## config.mk

```make
export PLATFORM = sky130hd
export DESIGN_NAME = peak_meter_ballistics_flat
export DESIGN_NICKNAME = d
export VERILOG_FILES = /design/src/design/pmb_pkg.sv /design/src/design/pmb_if.sv /design/src/design/pmb_cfg.sv /design/src/design/pmb_ctrl.sv /design/src/design/pmb_datapath.sv /design/src/design/peak_meter_ballistics.sv /design/src/flat_wrapper.sv
export VERILOG_INCLUDE_DIRS = /design/src /design/src/design
export SDC_FILE = /design/constraint.sdc
export NUM_CORES = 2
export LEC_CHECK = 0
export ABC_AREA = 1
export BUFFER_PORTS_ARGS = -buffer_cell sky130_fd_sc_hd__buf_4
export CORE_MARGIN = 8
export CORE_UTILIZATION = 40
export CTS_BUF_LIST = sky130_fd_sc_hd__clkbuf_4 sky130_fd_sc_hd__clkbuf_8
export DETAILED_ROUTE_END_ITERATION = 10
export GPL_TIMING_DRIVEN = 0
export PLACE_DENSITY = 0.66
export SYNTH_ARGS = -nofsm -noshare
export SYNTH_HDL_FRONTEND = slang
export SYNTH_SLANG_ARGS = --single-unit
```

## constraint.sdc

```tcl
create_clock -name clk_i -period 11.5 [get_ports clk_i]
set_clock_uncertainty 0.2 [all_clocks]
set_input_delay 2.3 -clock clk_i [delete_from_list [all_inputs] [get_ports clk_i]]
set_output_delay 2.3 -clock clk_i [all_outputs]
set_load 0.05 [all_outputs]
```

## src/design/assert_macros.svh

```systemverilog
// Shared assertion macros; empty when SYNTHESIS is defined.
`ifndef ASSERT_MACROS_SVH
`define ASSERT_MACROS_SVH

`ifndef SYNTHESIS
`define ASSERT_PROP(lbl, clk, rst_n, prop, msg) \
  lbl: assert property (@(posedge clk) disable iff (!rst_n) prop) else $error(msg);
`define ASSERT_NEVER(lbl, clk, rst_n, prop, msg) \
  lbl: assert property (@(posedge clk) disable iff (!rst_n) !(prop)) else $error(msg);
`else
`define ASSERT_PROP(lbl, clk, rst_n, prop, msg)
`define ASSERT_NEVER(lbl, clk, rst_n, prop, msg)
`endif

`endif

```

## src/design/pmb_pkg.sv

```systemverilog
package pmb_pkg;

  // level conversion
  localparam int NORM_W        = 32;
  localparam int MANT_W        = 31;
  localparam int FRAC_W        = 16;
  localparam int DB_W          = 16;
  localparam int OUT_DB_W      = 15;
  localparam int DB_PER_LOG2_W = 26;
  localparam logic [DB_PER_LOG2_W-1:0] DB_PER_LOG2 = 26'd50504453;

  localparam int DB_MIN   = -16384;
  localparam int DB_MAX   = 768;
  localparam int DB_RESET = -15360;

  // configuration port
  localparam int CFG_IDX_W  = 3;
  localparam int CFG_DATA_W = 15;

  typedef enum logic [CFG_IDX_W-1:0] {
    REG_FALL_STEP      = 3'd0,
    REG_HOLD_FALL_STEP = 3'd1,
    REG_HOLD_FRAMES    = 3'd2,
    REG_OVER_FRAMES    = 3'd3,
    REG_SILENCE_FLOOR  = 3'd4,
    REG_HOLD_MODE      = 3'd5
  } cfg_idx_e;

  localparam logic [1:0] HOLD_NONE    = 2'd0;
  localparam logic [1:0] HOLD_DYNAMIC = 2'd1;

  localparam logic [9:0]         FALL_STEP_RST      = 10'd60;
  localparam logic [9:0]         HOLD_FALL_STEP_RST = 10'd72;
  localparam logic [9:0]         HOLD_FRAMES_RST    = 10'd25;
  localparam logic [3:0]         OVER_FRAMES_RST    = 4'd2;
  localparam logic signed [14:0] SILENCE_FLOOR_RST  = -15'sd8960;
  localparam logic [1:0]         HOLD_MODE_RST      = 2'd1;

  typedef struct packed {
    logic [9:0]         fall_step;
    logic [9:0]         hold_fall_step;
    logic [9:0]         hold_frames;
    logic [3:0]         over_frames;
    logic signed [14:0] silence_floor;
    logic [1:0]         hold_mode;
  } cfg_t;

  typedef enum logic [3:0] {
    ST_IDLE,
    ST_NORM,
    ST_SQR,
    ST_MAG,
    ST_MUL,
    ST_RND,
    ST_UPD1,
    ST_UPD2,
    ST_OUT
  } state_e;

  typedef struct packed {
    logic load;
    logic shift;
    logic square;
    logic first;
    logic mag;
    logic mul;
    logic round;
    logic upd1;
    logic upd2;
    logic out_load;
  } cmd_t;

  typedef struct packed {
    logic zero;
    logic norm_done;
  } sts_t;

endpackage

```

## src/design/pmb_if.sv

```systemverilog
interface pmb_in_if #(
  parameter int LEVEL_BITS = 24
) ();
  logic                  valid;
  logic                  ready;
  logic [LEVEL_BITS-1:0] peak_level;

  modport source (output valid, output peak_level, input ready);
  modport sink   (input valid, input peak_level, output ready);
endinterface

interface pmb_out_if ();
  logic                                 valid;
  logic                                 ready;
  logic signed [pmb_pkg::OUT_DB_W-1:0]  meter_db;
  logic signed [pmb_pkg::OUT_DB_W-1:0]  hold_db;
  logic                                 hold_shown;
  logic                                 over_led;

  modport source (output valid, output meter_db, output hold_db, output hold_shown,
                  output over_led, input ready);
  modport sink   (input valid, input meter_db, input hold_db, input hold_shown,
                  input over_led, output ready);
endinterface

interface pmb_cfg_if ();
  logic                             valid;
  logic                             ready;
  logic [pmb_pkg::CFG_IDX_W-1:0]    index;
  logic [pmb_pkg::CFG_DATA_W-1:0]   data;

  modport source (output valid, output index, output data, input ready);
  modport sink   (input valid, input index, input data, output ready);
endinterface

```

## src/design/pmb_cfg.sv

```systemverilog
module pmb_cfg (
  input  logic                             clk_i,
  input  logic                             rst_ni,
  input  logic                             wr_valid_i,
  output logic                             wr_ready_o,
  input  logic [pmb_pkg::CFG_IDX_W-1:0]    wr_index_i,
  input  logic [pmb_pkg::CFG_DATA_W-1:0]   wr_data_i,
  output pmb_pkg::cfg_t                    cfg_o
);

  pmb_pkg::cfg_t cfg_q, cfg_d;

  assign wr_ready_o = 1'b1;
  assign cfg_o      = cfg_q;

  always_comb begin
    cfg_d = cfg_q;
    if (wr_valid_i) begin
      case (wr_index_i)
        pmb_pkg::REG_FALL_STEP:      cfg_d.fall_step      = wr_data_i[9:0];
        pmb_pkg::REG_HOLD_FALL_STEP: cfg_d.hold_fall_step = wr_data_i[9:0];
        pmb_pkg::REG_HOLD_FRAMES:    cfg_d.hold_frames    = wr_data_i[9:0];
        pmb_pkg::REG_OVER_FRAMES:    cfg_d.over_frames    = wr_data_i[3:0];
        pmb_pkg::REG_SILENCE_FLOOR:  cfg_d.silence_floor  = signed'(wr_data_i[14:0]);
        pmb_pkg::REG_HOLD_MODE:      cfg_d.hold_mode      = wr_data_i[1:0];
        default:                     cfg_d = cfg_q;  // drop writes past the list
      endcase
    end
  end

  always_ff @(posedge clk_i or negedge rst_ni) begin
    if (!rst_ni) begin
      cfg_q.fall_step      <= pmb_pkg::FALL_STEP_RST;
      cfg_q.hold_fall_step <= pmb_pkg::HOLD_FALL_STEP_RST;
      cfg_q.hold_frames    <= pmb_pkg::HOLD_FRAMES_RST;
      cfg_q.over_frames    <= pmb_pkg::OVER_FRAMES_RST;
      cfg_q.silence_floor  <= pmb_pkg::SILENCE_FLOOR_RST;
      cfg_q.hold_mode      <= pmb_pkg::HOLD_MODE_RST;
    end else begin
      cfg_q <= cfg_d;
    end
  end

endmodule

```

## src/design/pmb_ctrl.sv

```systemverilog
module pmb_ctrl (
  input  logic          clk_i,
  input  logic          rst_ni,
  input  logic          in_valid_i,
  output logic          in_ready_o,
  output logic          out_valid_o,
  input  logic          out_ready_i,
  input  pmb_pkg::sts_t sts_i,
  output pmb_pkg::cmd_t cmd_o
);

  localparam logic [3:0] RndLast = 4'(pmb_pkg::FRAC_W - 1);

  pmb_pkg::state_e state_q, state_d;
  logic [3:0]      rnd_q, rnd_d;
  logic            out_valid_q, out_valid_d;

  // next state
  always_comb begin
    state_d = state_q;
    case (state_q)
      pmb_pkg::ST_IDLE: if (in_valid_i) state_d = pmb_pkg::ST_NORM;
      pmb_pkg::ST_NORM: begin
        if (sts_i.zero) begin
          state_d = pmb_pkg::ST_UPD1;
        end else if (sts_i.norm_done) begin
          state_d = pmb_pkg::ST_SQR;
        end
      end
      pmb_pkg::ST_SQR:  if (rnd_q == RndLast) state_d = pmb_pkg::ST_MAG;
      pmb_pkg::ST_MAG:  state_d = pmb_pkg::ST_MUL;
      pmb_pkg::ST_MUL:  state_d = pmb_pkg::ST_RND;
      pmb_pkg::ST_RND:  state_d = pmb_pkg::ST_UPD1;
      pmb_pkg::ST_UPD1: state_d = pmb_pkg::ST_UPD2;
      pmb_pkg::ST_UPD2: state_d = pmb_pkg::ST_OUT;
      pmb_pkg::ST_OUT:  if (!out_valid_q || out_ready_i) state_d = pmb_pkg::ST_IDLE;
      default:          state_d = pmb_pkg::ST_IDLE;
    endcase
  end

  // outputs
  always_comb begin
    cmd_o      = '0;
    in_ready_o = 1'b0;
    case (state_q)
      pmb_pkg::ST_IDLE: begin
        in_ready_o  = 1'b1;
        cmd_o.load  = in_valid_i;
      end
      pmb_pkg::ST_NORM: cmd_o.shift = !sts_i.zero && !sts_i.norm_done;
      pmb_pkg::ST_SQR: begin
        cmd_o.square = 1'b1;
        cmd_o.first  = (rnd_q == '0);
      end
      pmb_pkg::ST_MAG:  cmd_o.mag   = 1'b1;
      pmb_pkg::ST_MUL:  cmd_o.mul   = 1'b1;
      pmb_pkg::ST_RND:  cmd_o.round = 1'b1;
      pmb_pkg::ST_UPD1: cmd_o.upd1  = 1'b1;
      pmb_pkg::ST_UPD2: cmd_o.upd2  = 1'b1;
      pmb_pkg::ST_OUT:  cmd_o.out_load = !out_valid_q || out_ready_i;
      default:          cmd_o = '0;
    endcase
  end

  assign rnd_d       = (state_q == pmb_pkg::ST_SQR) ? rnd_q + 4'd1 : '0;
  assign out_valid_d = cmd_o.out_load ? 1'b1 : (out_ready_i ? 1'b0 : out_valid_q);
  assign out_valid_o = out_valid_q;

  always_ff @(posedge clk_i or negedge rst_ni) begin
    if (!rst_ni) begin
      state_q     <= pmb_pkg::ST_IDLE;
      rnd_q       <= '0;
      out_valid_q <= 1'b0;
    end else begin
      state_q     <= state_d;
      rnd_q       <= rnd_d;
      out_valid_q <= out_valid_d;
    end
  end

endmodule

```

## src/design/pmb_datapath.sv

```systemverilog
`include "assert_macros.svh"

module pmb_datapath #(
  parameter int LEVEL_BITS = 24,
  parameter int DB_BITS    = 16
) (
  input  logic                                 clk_i,
  input  logic                                 rst_ni,
  input  pmb_pkg::cfg_t                        cfg_i,
  input  pmb_pkg::cmd_t                        cmd_i,
  output pmb_pkg::sts_t                        sts_o,
  input  logic [LEVEL_BITS-1:0]                level_i,
  output logic signed [pmb_pkg::OUT_DB_W-1:0]  meter_db_o,
  output logic signed [pmb_pkg::OUT_DB_W-1:0]  hold_db_o,
  output logic                                 hold_shown_o,
  output logic                                 over_led_o
);

  localparam int KW    = $clog2(LEVEL_BITS);
  localparam int MagW  = KW + pmb_pkg::FRAC_W;
  localparam int ProdW = MagW + pmb_pkg::DB_PER_LOG2_W;
  localparam int RndW  = ProdW - 31;
  localparam int DbW   = pmb_pkg::DB_W;
  localparam int CmpW  = (DB_BITS > DbW ? DB_BITS : DbW) + 2;
  localparam int MW    = pmb_pkg::MANT_W;
  localparam int NW    = pmb_pkg::NORM_W;

  localparam logic signed [RndW:0]  RMinC   = (RndW+1)'(pmb_pkg::DB_MIN);
  localparam logic signed [RndW:0]  RMaxC   = (RndW+1)'(pmb_pkg::DB_MAX);
  localparam logic signed [DbW-1:0] DbMinC  = DbW'(pmb_pkg::DB_MIN);
  localparam logic signed [DbW-1:0] DbMaxC  = DbW'(pmb_pkg::DB_MAX);
  localparam logic signed [CmpW-1:0] ResetC = CmpW'(pmb_pkg::DB_RESET);
  localparam logic [ProdW:0]        HalfC   = (ProdW+1)'(64'd1 << 32) >> 1;

  // conversion working registers
  logic [NW-1:0]          x_q;
  logic [KW-1:0]          k_q;
  logic                   zero_q, ovr_q, sil_q;
  logic [MW-1:0]          y_q;
  logic [pmb_pkg::FRAC_W-1:0] frac_q;
  logic [MagW-1:0]        mag_q;
  logic                   neg_q;
  logic [ProdW-1:0]       prod_q;
  logic signed [DbW-1:0]  db_q;

  // meter state
  logic signed [DB_BITS-1:0] shown_q, hold_q;
  logic                      falling_q, led_q;
  logic [9:0]                timer_q;
  logic [3:0]                ocnt_q;

  // result register
  logic signed [pmb_pkg::OUT_DB_W-1:0] meter_q, holdo_q;
  logic                                shown_flag_q, led_out_q;

  assign sts_o.zero      = zero_q;
  assign sts_o.norm_done = x_q[NW-1];

  // squaring round: one 31x31 product, renormalize by at most one bit
  logic [MW-1:0]     sq_op;
  logic [2*MW-1:0]   sq;
  logic [NW-1:0]     sq_t;
  logic              sq_bit;
  logic [MW-1:0]     y_next;

  assign sq_op  = cmd_i.first ? x_q[NW-1:1] : y_q;
  assign sq     = sq_op * sq_op;
  assign sq_t   = sq[2*MW-1:MW-1];
  assign sq_bit = sq_t[NW-1];
  assign y_next = sq_bit ? sq_t[NW-1:1] : sq_t[MW-1:0];

  // log2 magnitude: integer part is 1 - k
  logic [KW-1:0]   k_m1;
  logic [MagW-1:0] mag_pos, mag_neg;
  assign k_m1    = k_q - KW'(1);
  assign mag_pos = {KW'(k_q == '0), frac_q};
  assign mag_neg = {k_m1, {pmb_pkg::FRAC_W{1'b0}}} - MagW'(frac_q);

  // round to nearest, apply sign, saturate
  logic [ProdW:0]        rsum;
  logic signed [RndW:0]  rabs, rsgn, rclamp;
  assign rsum   = {1'b0, prod_q} + HalfC;
  assign rabs   = signed'({1'b0, rsum[ProdW:32]});
  assign rsgn   = neg_q ? -rabs : rabs;
  assign rclamp = (rsgn < RMinC) ? RMinC : ((rsgn > RMaxC) ? RMaxC : rsgn);

  // ballistics, first half
  logic signed [CmpW-1:0] sh_x, ho_x, db_x, diff, fall_x, hfall_x, floor_x;
  logic signed [CmpW-1:0] shown_nx, hold_nx;
  logic                   silent;
  logic [3:0]             oc1;
  assign sh_x    = CmpW'(shown_q);
  assign ho_x    = CmpW'(hold_q);
  assign db_x    = CmpW'(db_q);
  assign fall_x  = signed'(CmpW'(cfg_i.fall_step));
  assign hfall_x = signed'(CmpW'(cfg_i.hold_fall_step));
  assign floor_x = CmpW'(cfg_i.silence_floor);
  assign diff    = sh_x - db_x;
  assign shown_nx = (diff > fall_x) ? (sh_x - fall_x) : db_x;
  assign hold_nx  = (falling_q && (ho_x >= ResetC)) ? (ho_x - hfall_x) : ho_x;
  assign silent   = zero_q && (sh_x <= floor_x);
  assign oc1      = ovr_q ? ocnt_q + 4'd1 : 4'd0;

  // ballistics, second half: new hold value and hold timer
  logic       new_hold, dyn, restart;
  logic [9:0] t1;
  assign new_hold = !sil_q && (hold_q <= shown_q);
  assign dyn      = (cfg_i.hold_mode == pmb_pkg::HOLD_DYNAMIC);
  assign restart  = new_hold && dyn;
  assign t1       = timer_q + 10'd1;

  always_ff @(posedge clk_i) begin
    if (cmd_i.load) begin
      x_q    <= NW'(level_i) << (NW - LEVEL_BITS);
      k_q    <= '0;
      zero_q <= (level_i == '0);
      ovr_q  <= |level_i[LEVEL_BITS-1 -: 2];
      frac_q <= '0;
      db_q   <= DbMinC;
    end
    if (cmd_i.shift) begin
      x_q <= {x_q[NW-2:0], 1'b0};
      k_q <= k_q + KW'(1);
    end
    if (cmd_i.square) begin
      y_q    <= y_next;
      frac_q <= {frac_q[pmb_pkg::FRAC_W-2:0], sq_bit};
    end
    if (cmd_i.mag) begin
      neg_q <= (k_q > KW'(1));
      mag_q <= (k_q > KW'(1)) ? mag_neg : mag_pos;
    end
    if (cmd_i.mul) begin
      prod_q <= mag_q * pmb_pkg::DB_PER_LOG2;
    end
    if (cmd_i.round) begin
      db_q <= DbW'(rclamp);
    end
    if (cmd_i.upd1) begin
      sil_q <= silent;
    end
    if (cmd_i.out_load) begin
      meter_q      <= sh_x[pmb_pkg::OUT_DB_W-1:0];
      holdo_q      <= ho_x[pmb_pkg::OUT_DB_W-1:0];
      shown_flag_q <= (cfg_i.hold_mode != pmb_pkg::HOLD_NONE);
      led_out_q    <= led_q;
    end
  end

  always_ff @(posedge clk_i or negedge rst_ni) begin
    if (!rst_ni) begin
      shown_q   <= ResetC[DB_BITS-1:0];
      hold_q    <= ResetC[DB_BITS-1:0];
      falling_q <= 1'b0;
      timer_q   <= '0;
      ocnt_q    <= '0;
      led_q     <= 1'b0;
    end else begin
      if (cmd_i.upd1) begin
        if (silent) begin
          hold_q <= ResetC[DB_BITS-1:0];
          led_q  <= 1'b0;
        end else begin
          shown_q <= shown_nx[DB_BITS-1:0];
          hold_q  <= hold_nx[DB_BITS-1:0];
          if (oc1 >= cfg_i.over_frames) begin
            led_q  <= 1'b1;
            ocnt_q <= '0;
          end else begin
            ocnt_q <= oc1;
          end
        end
      end
      if (cmd_i.upd2) begin
        if (new_hold) begin
          falling_q <= 1'b0;
          hold_q    <= shown_q;
        end
        if (restart) begin
          timer_q <= '0;
        end else if (dyn) begin
          if (t1 >= cfg_i.hold_frames) begin
            falling_q <= 1'b1;
            timer_q   <= '0;
          end else begin
            timer_q <= t1;
          end
        end
      end
    end
  end

  assign meter_db_o   = meter_q;
  assign hold_db_o    = holdo_q;
  assign hold_shown_o = shown_flag_q;
  assign over_led_o   = led_out_q;

  `ASSERT_NEVER(a_shift_guard, clk_i, rst_ni, cmd_i.shift && (x_q[NW-1] || zero_q), "shift past normalized or zero level")
  `ASSERT_PROP(a_db_range, clk_i, rst_ni, cmd_i.round |=> (db_q >= DbMinC && db_q <= DbMaxC), "converted level out of range")
  `ASSERT_PROP(a_mant_norm, clk_i, rst_ni, cmd_i.square |=> y_q[MW-1], "squaring mantissa lost normalization")

endmodule

```

## src/design/peak_meter_ballistics.sv

```systemverilog
// A zero item skips the log conversion. Any other item's time grows with z, the
// leading zeros of peak_level (0 .. LEVEL_BITS-1), through the one-bit-a-cycle
// normalizer, and it also takes 16 squaring rounds on a single 31x31 multiplier.
// Items go one at a time: a new level is taken once the last result is loaded.
// Reset (rst_ni low, async): registers to defaults, shown and hold levels to -120 dB,
// over count, hold timer and LED cleared, no result pending.
module peak_meter_ballistics #(
  parameter int LEVEL_BITS = 24,
  parameter int DB_BITS    = 16
) (
  input  logic       clk_i,
  input  logic       rst_ni,
  pmb_in_if.sink     in_i,
  pmb_out_if.source  out_o,
  pmb_cfg_if.sink    cfg_i
);

  // Flow per item: latch the level, normalize it one bit per cycle, square the
  // mantissa 16 times for the log2 fraction, scale by 20*log10(2) in a single
  // multiply, round and saturate (a zero level skips these), then the meter
  // ballistics (fall limiting and over count; then peak hold and hold timer), and
  // load the result register. The input side is open again while a result waits.

  pmb_pkg::cfg_t cfg;
  pmb_pkg::cmd_t cmd;
  pmb_pkg::sts_t sts;

  // Configuration registers; writes are taken every cycle.
  pmb_cfg u_cfg (
    .clk_i      (clk_i),
    .rst_ni     (rst_ni),
    .wr_valid_i (cfg_i.valid),
    .wr_ready_o (cfg_i.ready),
    .wr_index_i (cfg_i.index),
    .wr_data_i  (cfg_i.data),
    .cfg_o      (cfg)
  );

  // Sequencer: one item in flight, result held until taken.
  pmb_ctrl u_ctrl (
    .clk_i       (clk_i),
    .rst_ni      (rst_ni),
    .in_valid_i  (in_i.valid),
    .in_ready_o  (in_i.ready),
    .out_valid_o (out_o.valid),
    .out_ready_i (out_o.ready),
    .sts_i       (sts),
    .cmd_o       (cmd)
  );

  // Log conversion, ballistics state and the result register.
  pmb_datapath #(
    .LEVEL_BITS (LEVEL_BITS),
    .DB_BITS    (DB_BITS)
  ) u_datapath (
    .clk_i        (clk_i),
    .rst_ni       (rst_ni),
    .cfg_i        (cfg),
    .cmd_i        (cmd),
    .sts_o        (sts),
    .level_i      (in_i.peak_level),
    .meter_db_o   (out_o.meter_db),
    .hold_db_o    (out_o.hold_db),
    .hold_shown_o (out_o.hold_shown),
    .over_led_o   (out_o.over_led)
  );

endmodule
```

## src/flat_wrapper.sv

```systemverilog
// flat-port wrapper written by rule: the top's interface ports become plain ports
module peak_meter_ballistics_flat 
#(
  parameter int LEVEL_BITS = 24,
  parameter int DB_BITS    = 16
)
  (clk_i, rst_ni, in_i_valid, in_i_peak_level, in_i_ready, out_o_valid, out_o_meter_db, out_o_hold_db, out_o_hold_shown, out_o_over_led, out_o_ready, cfg_i_valid, cfg_i_index, cfg_i_data, cfg_i_ready);
  pmb_in_if #(.LEVEL_BITS(LEVEL_BITS)) in_i_i ();
  pmb_out_if out_o_i ();
  pmb_cfg_if cfg_i_i ();
  input  logic clk_i;
  input  logic rst_ni;
  input wire logic [$bits(in_i_i.valid)-1:0] in_i_valid;
  input wire logic [$bits(in_i_i.peak_level)-1:0] in_i_peak_level;
  output wire logic [$bits(in_i_i.ready)-1:0] in_i_ready;
  output wire logic [$bits(out_o_i.valid)-1:0] out_o_valid;
  output wire logic [$bits(out_o_i.meter_db)-1:0] out_o_meter_db;
  output wire logic [$bits(out_o_i.hold_db)-1:0] out_o_hold_db;
  output wire logic [$bits(out_o_i.hold_shown)-1:0] out_o_hold_shown;
  output wire logic [$bits(out_o_i.over_led)-1:0] out_o_over_led;
  input wire logic [$bits(out_o_i.ready)-1:0] out_o_ready;
  input wire logic [$bits(cfg_i_i.valid)-1:0] cfg_i_valid;
  input wire logic [$bits(cfg_i_i.index)-1:0] cfg_i_index;
  input wire logic [$bits(cfg_i_i.data)-1:0] cfg_i_data;
  output wire logic [$bits(cfg_i_i.ready)-1:0] cfg_i_ready;
  assign in_i_i.valid = in_i_valid;
  assign in_i_i.peak_level = in_i_peak_level;
  assign in_i_ready = in_i_i.ready;
  assign out_o_valid = out_o_i.valid;
  assign out_o_meter_db = out_o_i.meter_db;
  assign out_o_hold_db = out_o_i.hold_db;
  assign out_o_hold_shown = out_o_i.hold_shown;
  assign out_o_over_led = out_o_i.over_led;
  assign out_o_i.ready = out_o_ready;
  assign cfg_i_i.valid = cfg_i_valid;
  assign cfg_i_i.index = cfg_i_index;
  assign cfg_i_i.data = cfg_i_data;
  assign cfg_i_ready = cfg_i_i.ready;
  peak_meter_ballistics #(.LEVEL_BITS(LEVEL_BITS), .DB_BITS(DB_BITS)) u_core (.clk_i(clk_i), .rst_ni(rst_ni), .in_i(in_i_i), .out_o(out_o_i), .cfg_i(cfg_i_i));
endmodule
```

==> results by group <==
CTS
  • TritonCTS buffer count: 46
  • Worst-Skew Late Latency: 660 ps
  • Clk buf depth: 3
  • Hold buffer count at CTS: 0
  • Htree depth: 2
  • # clock sinks: 273
  • TritonCTS clock tree: built
  • CTS root buf: clkbuf_8
  • Clock slew at the register clock pins of the worst setup and hold paths: 60 ps

Run
  • Max-cap check violation count: 0

Floorplan
  • Starting density of the core: 0.403
  • Die Wd: 371 µm
  • # rows: 130
  • Die area: 138,000 µm²
  • Die H: 371 µm
  • IO Count: 82
  • Core ar.: 125,000 µm²

Setup path
  • Crit Path Category: reg2reg
  • Critical Path AT: about 11,000 ps
  • Worst setup EP type: flip-flop
  • Startpoint types: flip-flop
  • Worst path max stage delay: 730 ps
  • Critical path's slowest cell: o21ai_2
  • R2R depth: 34
  • Worst-path fanout max: 10
  • Worst Path Required: 11,720 ps
  • Cell repeated most along the worst path: fa_1

Worst hold path
  • HP Class: reg2reg
  • Min-Delay Path Depth: 2

STA
  • RSZ-0062 raised after global routing: no
  • Rel. slew slack: 0.166
  • Max frequency: 88.8 MHz
  • Final setup viols: 0
  • Period utilisation layout: 0.979
  • Final Hold Fails: 0
  • Post-route setup TNS: 0 ps
  • Max-slew violations: 0
  • Worst-margin pin slew: 1240 ps
  • Min Tclk post-route: 11,260 ps

Global route
  • Pin count of the biggest net entering global routing: 60
  • Antenna violations before repair: 4
  • Total congestion overflow: 0
  • First-pass GRT wire length: 229,000 µm
  • Vias in the first global route: 41,200
  • Aggregate global-route resource usage: 0.212

Yosys
  • Multiplexer share of the synthesized area: 0
  • Compound-cell area share of the yosys netlist: 0.0653
  • Async set-or-reset flop fraction in the synthesized netlist: 0.396
  • #FFs+latches synth: 273
  • Post-synth EDFFs: 165
  • Netlist cell types: 60
  • Post-Synth Simple-Gate Area: 0.152
  • Synth Area in Adders: 0.483
  • Post-synthesis sequential area ratio: 0.152
  • Syn_area_per_cell: 8.46 µm²
  • Most used flip-flop cell after synthesis: edfxtp_1
  • Cells after Synth: 5,971
  • Yosys warning total: 0
  • Synthesized area: a little over 50,000 µm²
  • Largest family of logic cells by synthesized area: adder cells
  • Mapped Nets: 7,456
  • Xor/xnor share of the synthesized area: 0.0208

Cells and area
  • Most frequent cells in the layout: 1,571 x inv_1, 880 x nand2_1, 850 x fa_1
  • Post-layout nets: 7,589
  • Area grow syn2layout: 7.93%
  • Final instance area: 54,500 µm²
  • Layout cells sized above 1: 0.0515
  • Most common library cell in the layout ignoring fill and taps: inv_1

Placement
  • Port Buffers: 80
  • Placed Area: 53,300 µm²
  • Dpl hpwl: 126,000 µm
  • RD Place Congestion: 0.992

Routing
  • Drt total wl: 145,000 µm
  • DRT iter0 DRCs: 2,920
  • DR vias/cell: 5.08
  • DR WL/cell: between 15 and 20 µm
  • DRT antenna net count: 0
  • Drc violations: 0
  • Vias: 39,600
  • DRT Pass-1 Iters: 7

Status
  • Status: finished, final reports clean
cell usage after synthesis, types with 3 or more instances:
| library cell | instances | area (µm²) |
|---|---|---|
| o21ai_0 | 210 | 1050 |
| o2111ai_1 | 3 | 26.3 |
| buf_4 | 8 | 60.1 |
| o21ai_1 | 9 | 45.0 |
| xnor2_1 | 32 | 280 |
| a21oi_2 | 9 | 78.8 |
| nor2_2 | 16 | 100 |
| nand2_1 | 881 | 3310 |
| nand4_1 | 32 | 200 |
| clkinv_1 | 12 | 45.0 |
| o211ai_1 | 7 | 52.6 |
| o21ai_2 | 8 | 70.1 |
| a31o_2 | 4 | 35.0 |
| nand3b_1 | 9 | 67.6 |
| a31oi_1 | 27 | 169 |
| o221ai_1 | 3 | 26.3 |
| o21a_1 | 15 | 113 |
| dfrtp_1 | 86 | 2150 |
| nor2_1 | 652 | 2450 |
| ha_1 | 588 | 7360 |
| o21bai_1 | 18 | 135 |
| buf_2 | 22 | 110 |
| a21boi_0 | 5 | 37.5 |
| nor4_1 | 18 | 113 |
| nor3_1 | 39 | 195 |
| o31ai_1 | 8 | 60.1 |
| nand3_1 | 187 | 936 |
| edfxtp_1 | 165 | 4950 |
| nand2_2 | 19 | 119 |
| dfstp_2 | 22 | 578 |
| a21o_1 | 17 | 128 |
| nor2_4 | 3 | 33.8 |
| clkbuf_1 | 63 | 236 |
| fa_1 | 850 | 17000 |
| inv_1 | 1571 | 5900 |
| a21oi_1 | 222 | 1110 |
| or2_2 | 7 | 43.8 |
| xor2_1 | 88 | 771 |
| inv_2 | 5 | 18.8 |
| a211oi_1 | 6 | 45.0 |
metrics by stage:
stage | std cells | setup WS, ps | hold slack (ps) | util
6_report | 7794 | 237 | 286 | 0.434
4_1_cts | 7791 | 311 | 290 | 0.434
3_3_place_gp | 7701 | -880 | 269 | 0.424
2_1_floorplan | 5971 | 2520 | 220 | -
3_5_place_dp | 7706 | 349 | 273 | 0.425
5_1_grt | 7792 | 0.590 | 308 | 0.434
final timing paths:
check	start	end	slack (ps)
worst min-delay path	u_core.u_cfg.cfg_o[12]	u_core.u_cfg.cfg_o[12]	290
min in group asynchronous	rst_ni	u_core.u_cfg.cfg_o[39]	1380
max in group asynchronous	rst_ni	u_core.u_cfg.cfg_o[43]	9000
worst max-delay path	u_core.u_ctrl.state_q[3]	u_core.u_datapath.y_q[6]	240
worst max register to register	u_core.u_ctrl.state_q[3]	u_core.u_datapath.y_q[6]	240
worst min register to register	u_core.u_cfg.cfg_o[12]	u_core.u_cfg.cfg_o[12]	290
routing by layer:
metal | vias up | wire length [µm] | part of all wire | global-route usage
li1 | 18400 | - | - | -
met1 | 19600 | 60400 | 0.42 | 0.282
met2 | 1368 | 68000 | 0.47 | 0.354
met3 | 249 | 11700 | 0.081 | 0.0346
met4 | 2 | 5040 | 0.035 | 0.0682
met5 | - | 13 | 0.000090 | 0
critical path, delay by kind of cell (launching register included):
family          cells  cell delay (ps)
buf+inv             9             1870
flops               1              410
fa+ha+maj           9             4110
compound gates      7             2580
simple gates        9             1850
sequential cells by signal (all words and copies together) (netlist names), 4 cells and up:
| name | flops |
|---|---|
| u_core.u_datapath.ocnt_q | 4 |
| u_core.u_datapath.shown_q | 16 |
| u_core.u_datapath.hold_db_o | 15 |
| u_core.u_datapath.frac_q | 16 |
| u_core.u_datapath.meter_db_o | 15 |
| u_core.u_datapath.db_q | 16 |
| u_core.u_datapath.mag_q | 21 |
| u_core.u_datapath.hold_q | 16 |
| u_core.u_datapath.prod_q | 16 |
| u_core.u_ctrl.rnd_q | 4 |
| u_core.u_ctrl.state_q | 4 |
| u_core.u_cfg.cfg_o | 51 |
| u_core.u_datapath.k_q | 5 |
| u_core.u_datapath.timer_q | 10 |
| u_core.u_datapath.y_q | 31 |
| u_core.u_datapath.x_q | 24 |
area by class of cell:
type                            count  area (µm²)
Antenna cell                        3        7.51
Sequential cell                   273        7680
Timing Repair Buffer               85         722
Clock buffer                       64         825
Buffer                             95         435
Fill cell                       12300       70900
Inverter                         1589        5980
Clock inverter                     21         320
Tap cell                         1650        2060
Multi-Input combinational cell   4014       36400
logic make-up (layout without fill, tap and decap cells):
logic type	count (synthesis)	count (layout)
AOI/OAI and AO/OA	581	581
xor gates and xnor gates	120	120
adders and majority gates	1438	1438
buffers and inverters	1684	1854
DFF	273	273
other	1	4
and+or+nand+nor	1874	1874
repair_timing:
action	CTS	global route
setup buffers	0	0
gates resized for setup	0	10
endpoints found under the hold margin	0	0
endpoints found under the setup margin	0	32
Power is not shown: default switching activity piles up to over one toggle a cycle in this logic, so the estimate is an artifact.
